==> config.mk <==
export PLATFORM = sky130hd
export DESIGN_NAME = joystick_quadratic_position_map_core
export DESIGN_NICKNAME = d
export VERILOG_FILES = /design/src/hdl/jqpm_pkg.sv /design/src/hdl/jqpm_seq.sv /design/src/hdl/jqpm_dp.sv /design/src/hdl/joystick_quadratic_position_map_core.sv
export SDC_FILE = /design/constraint.sdc
export NUM_CORES = 1
export LEC_CHECK = 0
export CAP_MARGIN = 20
export CORE_MARGIN = 4
export CORE_UTILIZATION = 65
export DETAILED_ROUTE_END_ITERATION = 8
export DONT_BUFFER_PORTS = 1
export GPL_TIMING_DRIVEN = 0
export PLACE_DENSITY = 0.81
export SLEW_MARGIN = 20
export SYNTH_ARGS = -nofsm -noshare
export SYNTH_HDL_FRONTEND = slang
export SYNTH_SLANG_ARGS = --single-unit
==> constraint.sdc <==
create_clock -name clk -period 12 [get_ports clk]
set_input_delay 3 -clock clk [delete_from_list [all_inputs] [get_ports clk]]
set_output_delay 3 -clock clk [all_outputs]
set_load 0.02 [all_outputs]
==> src/hdl/jqpm_pkg.sv <==
// shared types, constants and the control program for the joystick position map
// used by jqpm_seq, jqpm_dp and joystick_quadratic_position_map_core
package jqpm_pkg;

    // default converter width and fixed constants of the curve
    localparam int SAMPLE_BITS_DEF = 10;
    localparam int POS_MAX         = 100;
    localparam int SAT_LIMIT       = 101;
    localparam int COARSE_DIV      = 10;
    localparam int POS_BITS        = 8;
    localparam int QUO_BITS        = 7;
    localparam int DIV_STEPS       = 7;
    localparam int CNT_BITS        = 3;
    localparam int PC_BITS         = 4;
    localparam int CFG_INDEX_BITS  = 2;

    // configuration register indexes
    typedef enum logic [CFG_INDEX_BITS-1:0] {
        REG_LOW  = 2'd0,
        REG_MID  = 2'd1,
        REG_HIGH = 2'd2,
        REG_FLIP = 2'd3
    } reg_idx_t;

    // datapath operations
    typedef enum logic [3:0] {
        OP_NOP       = 4'd0,
        OP_MIRROR    = 4'd1,
        OP_COARSE_X  = 4'd2,
        OP_COARSE_M  = 4'd3,
        OP_COARSE_E  = 4'd4,
        OP_DIFF      = 4'd5,
        OP_SQ_Q      = 4'd6,
        OP_SQ_D      = 4'd7,
        OP_SCALE     = 4'd8,
        OP_LIMIT     = 4'd9,
        OP_DIV_INIT  = 4'd10,
        OP_DIV_STEP  = 4'd11,
        OP_SIGN      = 4'd12,
        OP_ZERO_SPAN = 4'd13,
        OP_SATURATE  = 4'd14
    } op_t;

    // sequencer jump kinds
    typedef enum logic [2:0] {
        JMP_NONE     = 3'd0,
        JMP_ALWAYS   = 3'd1,
        JMP_DEN_ZERO = 3'd2,
        JMP_SAT      = 3'd3,
        JMP_CNT_NZ   = 3'd4,
        JMP_DONE     = 3'd5
    } jmp_t;

    // one control word of the program
    typedef struct packed {
        op_t                op;
        jmp_t               jmp;
        logic [PC_BITS-1:0] target;
    } cw_t;

    // control from sequencer to datapath
    typedef struct packed {
        logic en;
        op_t  op;
    } ctl_t;

    // status from datapath to sequencer
    typedef struct packed {
        logic den_zero;
        logic sat;
        logic cnt_nz;
    } stat_t;

    // program step labels
    localparam logic [PC_BITS-1:0] STEP_START = 4'd0;
    localparam logic [PC_BITS-1:0] STEP_DIV   = 4'd10;
    localparam logic [PC_BITS-1:0] STEP_SIGN  = 4'd11;
    localparam logic [PC_BITS-1:0] STEP_ZERO  = 4'd12;
    localparam logic [PC_BITS-1:0] STEP_SAT   = 4'd13;
    localparam logic [PC_BITS-1:0] STEP_LAST  = 4'd13;

    // control program
    function automatic cw_t jqpm_rom(input logic [PC_BITS-1:0] pc);
        cw_t cw;
        cw = '{op: OP_NOP, jmp: JMP_ALWAYS, target: STEP_SIGN};
        unique case (pc)
            4'd0:    cw = '{op: OP_MIRROR,    jmp: JMP_NONE,     target: STEP_START};
            4'd1:    cw = '{op: OP_COARSE_X,  jmp: JMP_NONE,     target: STEP_START};
            4'd2:    cw = '{op: OP_COARSE_M,  jmp: JMP_NONE,     target: STEP_START};
            4'd3:    cw = '{op: OP_COARSE_E,  jmp: JMP_NONE,     target: STEP_START};
            4'd4:    cw = '{op: OP_DIFF,      jmp: JMP_NONE,     target: STEP_START};
            4'd5:    cw = '{op: OP_SQ_Q,      jmp: JMP_NONE,     target: STEP_START};
            4'd6:    cw = '{op: OP_SQ_D,      jmp: JMP_NONE,     target: STEP_START};
            4'd7:    cw = '{op: OP_SCALE,     jmp: JMP_DEN_ZERO, target: STEP_ZERO};
            4'd8:    cw = '{op: OP_LIMIT,     jmp: JMP_NONE,     target: STEP_START};
            4'd9:    cw = '{op: OP_DIV_INIT,  jmp: JMP_SAT,      target: STEP_SAT};
            4'd10:   cw = '{op: OP_DIV_STEP,  jmp: JMP_CNT_NZ,   target: STEP_DIV};
            4'd11:   cw = '{op: OP_SIGN,      jmp: JMP_DONE,     target: STEP_START};
            4'd12:   cw = '{op: OP_ZERO_SPAN, jmp: JMP_ALWAYS,   target: STEP_SIGN};
            4'd13:   cw = '{op: OP_SATURATE,  jmp: JMP_ALWAYS,   target: STEP_SIGN};
            default: cw = '{op: OP_NOP,       jmp: JMP_ALWAYS,   target: STEP_SIGN};
        endcase
        return cw;
    endfunction

endpackage

==> src/hdl/jqpm_seq.sv <==
// microcode sequencer: step counter, program table lookup and conditional jumps
// depends on jqpm_pkg
module jqpm_seq
    import jqpm_pkg::*;
(
    input  logic  clk,
    input  logic  rst_n,
    input  logic  start,
    input  logic  hold,
    input  stat_t st,
    output ctl_t  ctl,
    output logic  busy,
    output logic  fin
);

    logic               busy_reg, busy_next;
    logic [PC_BITS-1:0] pc_reg, pc_next;
    logic [PC_BITS-1:0] pc_inc;
    cw_t                cw;
    logic               wait_out;

    // current control word
    assign cw       = jqpm_rom(pc_reg);
    assign pc_inc   = pc_reg + 1'b1;
    assign wait_out = (cw.jmp == JMP_DONE) && hold;

    assign ctl.en = busy_reg && !wait_out;
    assign ctl.op = cw.op;
    assign busy   = busy_reg;
    assign fin    = busy_reg && (cw.jmp == JMP_DONE) && !hold;

    // next step selection
    always_comb
    begin
        busy_next = busy_reg;
        pc_next   = pc_reg;
        if (!busy_reg)
        begin
            if (start)
            begin
                busy_next = 1'b1;
                pc_next   = STEP_START;
            end
        end
        else
        begin
            unique case (cw.jmp)
                JMP_NONE:     pc_next = pc_inc;
                JMP_ALWAYS:   pc_next = cw.target;
                JMP_DEN_ZERO: pc_next = st.den_zero ? cw.target : pc_inc;
                JMP_SAT:      pc_next = st.sat ? cw.target : pc_inc;
                JMP_CNT_NZ:   pc_next = st.cnt_nz ? cw.target : pc_inc;
                JMP_DONE:
                begin
                    if (!hold)
                    begin
                        busy_next = 1'b0;
                        pc_next   = STEP_START;
                    end
                end
                default:      pc_next = STEP_START;
            endcase
        end
    end

    // step counter
    always_ff @(posedge clk or negedge rst_n)
    begin
        if (!rst_n)
        begin
            busy_reg <= 1'b0;
            pc_reg   <= STEP_START;
        end
        else
        begin
            busy_reg <= busy_next;
            pc_reg   <= pc_next;
        end
    end

    // program counter stays inside the program
    a_pc_range: assert property (@(posedge clk) disable iff (!rst_n)
        pc_reg <= STEP_LAST)
        else $error("step counter left the program");

    // idle sequencer sits at the first step
    a_idle_pc: assert property (@(posedge clk) disable iff (!rst_n)
        !busy_reg |-> pc_reg == STEP_START)
        else $error("idle sequencer not at first step");

    // a started transaction begins at the first step
    a_start: assert property (@(posedge clk) disable iff (!rst_n)
        (start && !busy_reg) |=> (busy_reg && pc_reg == STEP_START))
        else $error("start did not enter the program");

endmodule

==> src/hdl/jqpm_dp.sv <==
// datapath: mirror, divide-by-ten unit, squarer, scaling and serial divider
// depends on jqpm_pkg, driven by jqpm_seq control words
module jqpm_dp
    import jqpm_pkg::*;
#(
    parameter int SAMPLE_BITS = SAMPLE_BITS_DEF
)
(
    input  logic                        clk,
    input  logic                        rst_n,
    input  logic                        load,
    input  logic [SAMPLE_BITS-1:0]      sample,
    input  logic [SAMPLE_BITS-1:0]      low_point,
    input  logic [SAMPLE_BITS-1:0]      mid_point,
    input  logic [SAMPLE_BITS-1:0]      high_point,
    input  logic                        flip_axis,
    input  ctl_t                        ctl,
    output stat_t                       st,
    output logic signed [POS_BITS-1:0]  pos
);

    localparam int VW    = SAMPLE_BITS + 2;
    localparam int CW    = SAMPLE_BITS;
    localparam int MW    = SAMPLE_BITS + 1;
    localparam int SHIFT = SAMPLE_BITS + 5;
    localparam int RECIP = (2 ** SHIFT + COARSE_DIV - 1) / COARSE_DIV;
    localparam int PW    = SHIFT + CW;
    localparam int SQW   = 2 * CW - 2;
    localparam int NW    = 2 * SAMPLE_BITS + 5;

    logic [SAMPLE_BITS-1:0]  s_reg;
    logic signed [VW-1:0]    v_reg;
    logic                    low_br_reg;
    logic signed [CW-1:0]    x_reg, xm_reg, xe_reg;
    logic signed [CW-1:0]    q_reg, d_reg;
    logic [NW-1:0]           num_reg, lim_reg, rem_reg, dsh_reg;
    logic [SQW-1:0]          den_reg;
    logic [QUO_BITS-1:0]     quo_reg;
    logic [CNT_BITS-1:0]     cnt_reg;

    logic signed [VW-1:0]    v_mir;
    logic signed [VW-1:0]    c_in;
    logic [MW-1:0]           c_mag;
    logic [PW-1:0]           c_prod;
    logic [CW-1:0]           c_quo;
    logic signed [CW-1:0]    c_out;
    logic signed [CW-1:0]    sq_in;
    logic [CW-1:0]           sq_abs;
    logic [SQW-1:0]          sq_out;
    logic                    ge;
    logic [POS_BITS-1:0]     mag_ext;

    // mirrored or plain sample
    assign v_mir = flip_axis
        ? (VW'(low_point) + VW'(high_point) - VW'(s_reg))
        : VW'(s_reg);

    // divide by ten, truncating toward zero, by reciprocal multiply
    always_comb
    begin
        case (ctl.op)
            OP_COARSE_M: c_in = VW'(mid_point);
            OP_COARSE_E: c_in = low_br_reg ? VW'(low_point) : VW'(high_point);
            default:     c_in = v_reg;
        endcase
    end

    assign c_mag  = c_in[VW-1] ? MW'(-c_in) : MW'(c_in);
    assign c_prod = PW'(c_mag) * PW'(RECIP);
    assign c_quo  = c_prod[SHIFT +: CW];
    assign c_out  = c_in[VW-1] ? -$signed(c_quo) : $signed(c_quo);

    // shared squarer
    assign sq_in  = (ctl.op == OP_SQ_D) ? d_reg : q_reg;
    assign sq_abs = sq_in[CW-1] ? CW'(-sq_in) : CW'(sq_in);
    assign sq_out = SQW'(sq_abs[CW-2:0]) * SQW'(sq_abs[CW-2:0]);

    // restoring divider trial
    assign ge = rem_reg >= dsh_reg;

    // status to sequencer
    assign st.den_zero = (den_reg == '0);
    assign st.sat      = (num_reg >= lim_reg);
    assign st.cnt_nz   = (cnt_reg != '0);

    // signed result
    assign mag_ext = POS_BITS'(quo_reg);
    assign pos     = low_br_reg ? -$signed(mag_ext) : $signed(mag_ext);

    // working registers
    always_ff @(posedge clk)
    begin
        if (load)
        begin
            s_reg <= sample;
        end
        if (ctl.en)
        begin
            case (ctl.op)
                OP_MIRROR:
                begin
                    v_reg      <= v_mir;
                    low_br_reg <= v_mir < $signed(VW'(mid_point));
                end
                OP_COARSE_X: x_reg <= c_out;
                OP_COARSE_M: xm_reg <= c_out;
                OP_COARSE_E: xe_reg <= c_out;
                OP_DIFF:
                begin
                    q_reg <= x_reg - xm_reg;
                    d_reg <= xe_reg - xm_reg;
                end
                OP_SQ_Q:  num_reg <= NW'(sq_out);
                OP_SQ_D:  den_reg <= sq_out;
                OP_SCALE: num_reg <= NW'(num_reg * NW'(POS_MAX));
                OP_LIMIT: lim_reg <= NW'(den_reg) * NW'(SAT_LIMIT);
                OP_DIV_INIT:
                begin
                    rem_reg <= num_reg;
                    dsh_reg <= NW'(den_reg) << (DIV_STEPS - 1);
                    cnt_reg <= CNT_BITS'(DIV_STEPS - 1);
                    quo_reg <= '0;
                end
                OP_DIV_STEP:
                begin
                    if (ge)
                    begin
                        rem_reg <= rem_reg - dsh_reg;
                    end
                    quo_reg <= {quo_reg[QUO_BITS-2:0], ge};
                    dsh_reg <= dsh_reg >> 1;
                    cnt_reg <= cnt_reg - 1'b1;
                end
                OP_ZERO_SPAN:
                begin
                    quo_reg <= (q_reg == '0) ? '0 : QUO_BITS'(POS_MAX);
                end
                OP_SATURATE: quo_reg <= QUO_BITS'(POS_MAX);
                default: ;
            endcase
        end
    end

    // magnitude never exceeds full scale when the result is formed
    a_quo_range: assert property (@(posedge clk) disable iff (!rst_n)
        (ctl.en && ctl.op == OP_SIGN) |-> quo_reg <= QUO_BITS'(POS_MAX))
        else $error("magnitude above full scale");

    // divider loop only entered below the saturation limit
    a_div_bound: assert property (@(posedge clk) disable iff (!rst_n)
        (ctl.en && ctl.op == OP_DIV_STEP && cnt_reg == CNT_BITS'(DIV_STEPS - 1))
        |-> (rem_reg < (dsh_reg << 1)))
        else $error("divider entered with remainder out of range");

endmodule

==> src/hdl/joystick_quadratic_position_map_core.sv <==
// top level of the joystick quadratic position map: config registers, output register
// depends on jqpm_pkg, jqpm_seq and jqpm_dp
//
// channel   direction  handshake                    payload
// sample    in         sample_valid / sample_stall  sample
// result    out        result_valid / result_stall  position, changed
// config    in         cfg_we (write only)          cfg_index, cfg_data
//
// one transaction runs the program steps from acceptance to result: the zero-span step on a
// zero span, the saturate step when saturated, else the seven passes of the serial divider.
// a new sample can be taken in the cycle after the previous result enters the output register.
// a held result (result_stall) parks the sequencer on its last step until it is taken.
// reset clears the sequencer, output valid and last position, and loads the config
// registers with their defaults (low at zero, mid at half scale, high at full scale).
module joystick_quadratic_position_map_core
    import jqpm_pkg::*;
#(
    parameter int SAMPLE_BITS = SAMPLE_BITS_DEF
)
(
    input  logic                        clk,
    input  logic                        rst_n,
    input  logic                        sample_valid,
    output logic                        sample_stall,
    input  logic [SAMPLE_BITS-1:0]      sample,
    output logic                        result_valid,
    input  logic                        result_stall,
    output logic signed [POS_BITS-1:0]  position,
    output logic                        changed,
    input  logic                        cfg_we,
    input  logic [CFG_INDEX_BITS-1:0]   cfg_index,
    input  logic [SAMPLE_BITS-1:0]      cfg_data
);

    logic [SAMPLE_BITS-1:0]       low_reg, mid_reg, high_reg;
    logic                         flip_reg;
    logic                         out_valid_reg;
    logic signed [POS_BITS-1:0]   position_reg;
    logic                         changed_reg;
    logic signed [POS_BITS-1:0]   last_reg;
    logic                         busy;
    logic                         fin;
    logic                         start;
    logic                         hold;
    ctl_t                         ctl;
    stat_t                        st;
    logic signed [POS_BITS-1:0]   pos;

    assign sample_stall = busy;
    assign start        = sample_valid && !busy;
    assign hold         = out_valid_reg && result_stall;

    // configuration registers
    always_ff @(posedge clk or negedge rst_n)
    begin
        if (!rst_n)
        begin
            low_reg  <= '0;
            mid_reg  <= SAMPLE_BITS'(1) << (SAMPLE_BITS - 1);
            high_reg <= '1;
            flip_reg <= 1'b0;
        end
        else if (cfg_we)
        begin
            unique case (reg_idx_t'(cfg_index))
                REG_LOW:  low_reg  <= cfg_data;
                REG_MID:  mid_reg  <= cfg_data;
                REG_HIGH: high_reg <= cfg_data;
                REG_FLIP: flip_reg <= cfg_data[0];
                default:  ;
            endcase
        end
    end

    // sequencer
    jqpm_seq u_seq (
        .clk   (clk),
        .rst_n (rst_n),
        .start (start),
        .hold  (hold),
        .st    (st),
        .ctl   (ctl),
        .busy  (busy),
        .fin   (fin)
    );

    // datapath
    jqpm_dp #(
        .SAMPLE_BITS (SAMPLE_BITS)
    ) u_dp (
        .clk        (clk),
        .rst_n      (rst_n),
        .load       (start),
        .sample     (sample),
        .low_point  (low_reg),
        .mid_point  (mid_reg),
        .high_point (high_reg),
        .flip_axis  (flip_reg),
        .ctl        (ctl),
        .st         (st),
        .pos        (pos)
    );

    // output register and last position
    always_ff @(posedge clk or negedge rst_n)
    begin
        if (!rst_n)
        begin
            out_valid_reg <= 1'b0;
            last_reg      <= '0;
        end
        else
        begin
            if (fin)
            begin
                out_valid_reg <= 1'b1;
                last_reg      <= pos;
            end
            else if (!result_stall)
            begin
                out_valid_reg <= 1'b0;
            end
        end
    end

    // result payload
    always_ff @(posedge clk)
    begin
        if (fin)
        begin
            position_reg <= pos;
            changed_reg  <= (pos != last_reg);
        end
    end

    assign result_valid = out_valid_reg;
    assign position     = position_reg;
    assign changed      = changed_reg;

    // a finished transaction never overwrites a held result
    a_no_overwrite: assert property (@(posedge clk) disable iff (!rst_n)
        fin |-> !(out_valid_reg && result_stall))
        else $error("result overwritten while held");

    // last position tracks the delivered result
    a_last_tracks: assert property (@(posedge clk) disable iff (!rst_n)
        fin |=> (last_reg == position_reg && result_valid))
        else $error("last position out of step with result");

    // no new sample while a transaction is in flight
    a_busy_stall: assert property (@(posedge clk) disable iff (!rst_n)
        start |=> sample_stall)
        else $error("sample taken while busy");

endmodule
# Yosys cells after proc, flatten, opt, wreduce, memory -nomap -nowiden
# Memory sizes are Yosys's and may differ from the RTL's.
# Index checks and enable logic that the tools add are counted.
# classes
mul	4
reduce_logical	34
n_eq_ne	25
order_cmp	3
addsub	11
mux	28
# op_table
operator	n
25-bit case mux with 2 select lines	3
25-bit >= comparator	2
10-bit two-way mux	3
2-bit AND reduction	15
7-bit case mux with 4 select lines	1
18-bit by 7-bit multiplier with 25-bit output, second input constant	1
25-bit by 5-bit multiplier with 23-bit output, second input constant	1
25-bit two-way mux	1
25-bit subtractor	1
4-bit equality test, second input constant	6
4-bit two-way mux	6
12-bit case mux with 2 select lines	1
4-bit case mux with 6 select lines	1
11-bit by 12-bit multiplier with 23-bit output, second input constant	1
10-bit subtractor	2
18-bit logical NOT	1
9-bit by 9-bit multiplier with 18-bit output	1
4-bit by 3-bit equality test with 1-bit output, second input constant	4
12-bit by 11-bit less-than comparator with 1-bit output	1
12-bit two-way mux	1
12-bit by 10-bit subtractor with 12-bit output	1
10-bit by 10-bit adder with 11-bit output	1
11-bit two-way mux	1
11-bit negator	1
other kinds (29)	48
# totals
n_memories	1
romBits	176
regBits	255
inputBits	27
# memory_table
memory	depth	width	read_ports	rd_ports_with_merged_regs	write_ports	line_no	rtl
(no name shown)	16	11	1	0	0	jqpm_pkg.sv:86	unique case (pc)

# Logic depth before layout (Yosys ltp)
# An unclocked memory read counts as a cell.
# depth
ltp_word	8
depth_mapped	39

# Cells and area by module
# A second synthesis with hierarchy kept.
# unflattened
cells_unflattened	2276
area_unflattened_um2	22674.2
# modules_own_cells
mod	area_per_inst_um2	cells_per_inst	seq_area_each_um2	instances
jqpm_dp	20068.0	2086	5915.7	1
joystick_quadratic_position_map_core	1975.6	110	1285.0	1
jqpm_seq	630.6	80	125.1	1

# Worst setup path before layout
# No wires, ideal clock.
# synth_timing
path_type	register -> register
startpoint	register u_seq.pc_reg[1]
endpoint	register u_dp.x_reg[7], data pin
t_required_ns	11.726
setup_slack_ns	3.409
n_path_buf	1
arrival_ns	8.317
stages_incl_launch_ff	36
path_cell_list	dfrtp_1 -> ha_1 -> ha_1 -> or2_1 -> or3_1 -> clkbuf_1 -> o211a_1 -> or2_2 -> inv_1 -> ha_1 -> inv_1 -> nor4_1 -> a31oi_1 -> xnor2_1 -> nor2_1 -> ha_1 -> inv_1 -> fa_1 -> inv_1 -> fa_1 -> fa_1 -> fa_1 -> inv_1 -> ha_1 -> a21o_1 -> a21oi_1 -> o21ai_1 -> a21o_1 -> a21oi_1 -> o21ai_0 -> a41oi_1 -> a21oi_1 -> nand4bb_1 -> nor4b_1 -> a211oi_1 -> xnor2_1
# synth_between
elab_chain_len	8
word_cells_on_any_way	9
cone_classes	add/sub (2); mul (1); eq/ne (2); mux (3); memory (1)
# synth_rtl
element	line_no	rtl
from (decl)	jqpm_seq.sv:17	logic [PC_BITS-1:0] pc_reg, pc_next;
from (signal assigned)	jqpm_seq.sv:77	pc_reg <= pc_next;
memory read 16 x 11 bit *	--	
4-bit by 3-bit equality test with 1-bit output or 4-bit by 2-bit equality test with 1-bit output (tied branches)	jqpm_dp.sv:61	case (ctl.op)
12-bit case mux with 2 select lines *	jqpm_dp.sv:61	
11-bit negator	jqpm_dp.sv:68	assign c_mag = c_in[VW-1] ? MW'(-c_in) : MW'(c_in);
11-bit two-way mux	jqpm_dp.sv:68	
11-bit by 12-bit multiplier with 23-bit output	jqpm_dp.sv:69	assign c_prod = PW'(c_mag) * PW'(RECIP);
8-bit negator with 10-bit output	jqpm_dp.sv:71	assign c_out = c_in[VW-1] ? -$signed(c_quo) : $signed(c_quo);
10-bit two-way mux *	jqpm_dp.sv:71	
via u_dp.c_out[7]	jqpm_dp.sv:46	logic signed [CW-1:0] c_out;
to (signal assigned)	jqpm_dp.sv:105	OP_COARSE_X: x_reg <= c_out;
to (decl)	jqpm_dp.sv:34	logic signed [CW-1:0] x_reg, xm_reg, xe_reg;
# Mark *: on every way through the listed nets, which the timed path passes. The rest lies on a longest branch.
# A chain may end at the register's enable or synchronous reset.

# Final worst setup path
# Ends and elaborated chain as after synthesis.

==> flow_metrics.env <==
export IMPL_min_path_cells=2
export IMPL_fill_cells=2427
export IMPL_yosysUniqueCellTypes=82
export IMPL_drt_iter0_markers=1226
export IMPL_drc=0
export IMPL_drive_gt1_frac=0.0651
export IMPL_syn_avg_cell_area_um2=9.85
export IMPL_fmax_ghz=0.0991
export IMPL_critical_path_max_stage_delay_ps=560
export IMPL_slew_violations=0
export IMPL_timing_final_crit_share=0.841
export IMPL_finalSetupTns_ps=0
export IMPL_setup_viol=0
export IMPL_end_kind="flip-flop"
export IMPL_reg2regPathDepth=34
export IMPL_synth_common_cells="inv_1, ha_1, edfxtp_1"
export IMPL_ant_nets=0
export IMPL_path_buf_inv=6
export IMPL_grt_pass1_vias=17000
export IMPL_core_um2=33900
export IMPL_slew_headroom=0.256
export IMPL_routabilityCongestion=0.966
export IMPL_hold_end="last_reg[6]$_DFFE_PN0P_"
export IMPL_synth_edf_count=206
export IMPL_yosysWarningCount=0
export IMPL_via_per_inst=5.82
export IMPL_reg2reg_to="u_dp.x_reg[7]$_DFFE_PP_"
export IMPL_synth_most_common_cell="inv_1"
export IMPL_status="finished, final reports clean"
export IMPL_startpoint_type="flip-flop"
export IMPL_io_pins=38
export IMPL_final_nets=2798
export IMPL_die_h_um=194
export IMPL_wirelength_um=51500
export IMPL_hpwlAfterDp_um=40800
export IMPL_async_flop_share=0.179
export IMPL_grt_max_degree=46
export IMPL_clock_latency_ps=560
export IMPL_clkTransAtPathRegs_ps=60
export IMPL_wl_per_cell_um=18.4
export IMPL_htreeDepth=1
export IMPL_cts_sinks=251
export IMPL_die_w_um=194
export IMPL_drtPass1Iterations=5
export IMPL_r2r_start="u_seq.pc_reg[1]$_DFFE_PN0P_"
export IMPL_hold_viol=0
export IMPL_tritoncts="done"
export IMPL_largest_reg_flops=25
export IMPL_synth_yosys_seq_area_share=0.325
export IMPL_worst_pin_slew_ps=1110
export IMPL_io_buffer_count=0
export IMPL_synth_top_area_share=0.274
export IMPL_slowest_stage="fa_1"
export IMPL_max_cap_violations=0
export IMPL_antenna_found_initial=3
export IMPL_worstSetupPathType="reg2reg"
export IMPL_root_buffer="clkbuf_16"
export IMPL_dp_cells=2747
export IMPL_synth_largest_area_cell="edfxtp_1"
export IMPL_postCtsHoldBufs=0
export IMPL_fin_ws_ps=1910
export IMPL_yosys_register_bits=251
export IMPL_pre_cts_ws_ps=2050
export IMPL_area_growth_pct=7.22
export IMPL_synthCells=2291
export IMPL_synthesis_area_um2=22600
export IMPL_required_ps=12270
export IMPL_via_count=16300
export IMPL_cts_made_buffers=27
export IMPL_multi_input_area_um2=13400
export IMPL_grt_pass1_wl_um=84900
export IMPL_cts_resized=0
export IMPL_synth_top_flop_cell="edfxtp_1"
export IMPL_gr_total_overflow=0
export IMPL_hold_class="reg2reg"
export IMPL_cts_setup_buffers=0
export IMPL_skew_ps=25.8
export IMPL_cts_max_path_buffers=3
export IMPL_seq_area_um2=7330
export IMPL_crit_fanout=10
export IMPL_grt_total_usage=0.274
export IMPL_r2r_slack_ps=1910
export IMPL_min_from="last_reg[6]$_DFFE_PN0P_"
export IMPL_die_area_um2=37800
export IMPL_crit_family="adder cells"
export IMPL_initial_utilization=0.666
export IMPL_synthTopCellsByArea="edfxtp_1, ha_1, fa_1"
export IMPL_rsz0062_at_grt="false"
export IMPL_worstPathArrival_ps=10360
export IMPL_rows=67
export IMPL_layout_cells_non_filler=2798
export IMPL_layout_min_cycle_time_ps=10090
==> placed cells by master (no fill, tap or decap), types with 17 or more instances in the layout <==
cell	count
dfrtp_1	34
a21o_1	45
clkbuf_1	41
nor3_1	30
mux2_2	42
nor2b_1	20
nand2b_1	20
inv_1	450
nand2_1	130
ha_1	334
xnor2_1	86
nand3_1	20
fa_1	109
nor2_1	142
a21oi_1	98
or3_1	17
o21a_1	29
mux2i_1	24
xor2_1	52
o21ai_0	119
o21bai_1	25
edfxtp_1	206
clkbuf_16	27
==> through the flow <==
| step | utilization | hold WS, ps | cell area [µm²] |
|---|---|---|---|
| 2_1_floorplan | - | 466 | 22600 |
| 3_3_place_gp | 0.683 | 481 | 23100 |
| 3_5_place_dp | 0.687 | 491 | 23300 |
| 4_1_cts | 0.714 | 505 | 24200 |
| 5_1_grt | 0.714 | 537 | 24200 |
| 6_report | 0.714 | 508 | 24200 |
==> layout make-up <==
class | instances | area share
flip-flops and latches | 251 | 0.303
well taps | 448 | 0.0232
repair buffers | 7 | 0.00388
multi-input cells | 1546 | 0.554
clock buffers | 37 | 0.0303
inverters | 453 | 0.0703
clock inverters | 13 | 0.00755
diodes | 1 | 0.000103
plain buffers | 42 | 0.00807
==> worst max path at each step <==
stage | from | depth (start not counted) | endpoint
2_1_floorplan | u_seq.pc_reg[1]$_DFFE_PN0P_ | 35 | u_dp.x_reg[7]$_DFFE_PP_
3_3_place_gp | u_seq.pc_reg[1]$_DFFE_PN0P_ | 34 | u_dp.x_reg[7]$_DFFE_PP_
3_5_place_dp | u_seq.pc_reg[1]$_DFFE_PN0P_ | 34 | u_dp.xm_reg[7]$_DFFE_PP_
4_1_cts | u_seq.pc_reg[1]$_DFFE_PN0P_ | 34 | u_dp.x_reg[7]$_DFFE_PP_
5_1_grt | u_seq.pc_reg[1]$_DFFE_PN0P_ | 35 | u_dp.x_reg[7]$_DFFE_PP_
6_report | u_seq.pc_reg[1]$_DFFE_PN0P_ | 34 | u_dp.x_reg[7]$_DFFE_PP_
==> cell families (layout without fill, tap and decap cells) <==
logic type      count (synthesis)  in the layout  share of synthesized area
mux                            67             67                     0.0323
xor+xnor                      140            140                     0.0553
flops                         251            251                      0.325
buf+inv                       495            552                     0.0840
fa+ha+maj                     443            443                      0.282
other cells                     1              3                   0.000166
simple gates                  455            455                     0.0959
compound gates                439            439                      0.126
==> worst min-delay path: cells and delay by family, from the launching register on <==
kind | cells | cell delay [ps]
AND/OR/NAND/NOR | 1 | 50
AO/OA/AOI/OAI | 1 | 60
flip-flops | 1 | 360
==> routing by layer <==
metal,vias up,global-route usage,part of all wire
li1,7845,-,-
met4,2,0.104,0.035
met3,135,0.0355,0.060
met5,-,0,0.00035
met2,470,0.465,0.48
met1,7839,0.364,0.43
Power is left out: the tool's default activity adds up to more than one toggle a clock period on the data nets, which glitch-free logic cannot reach.
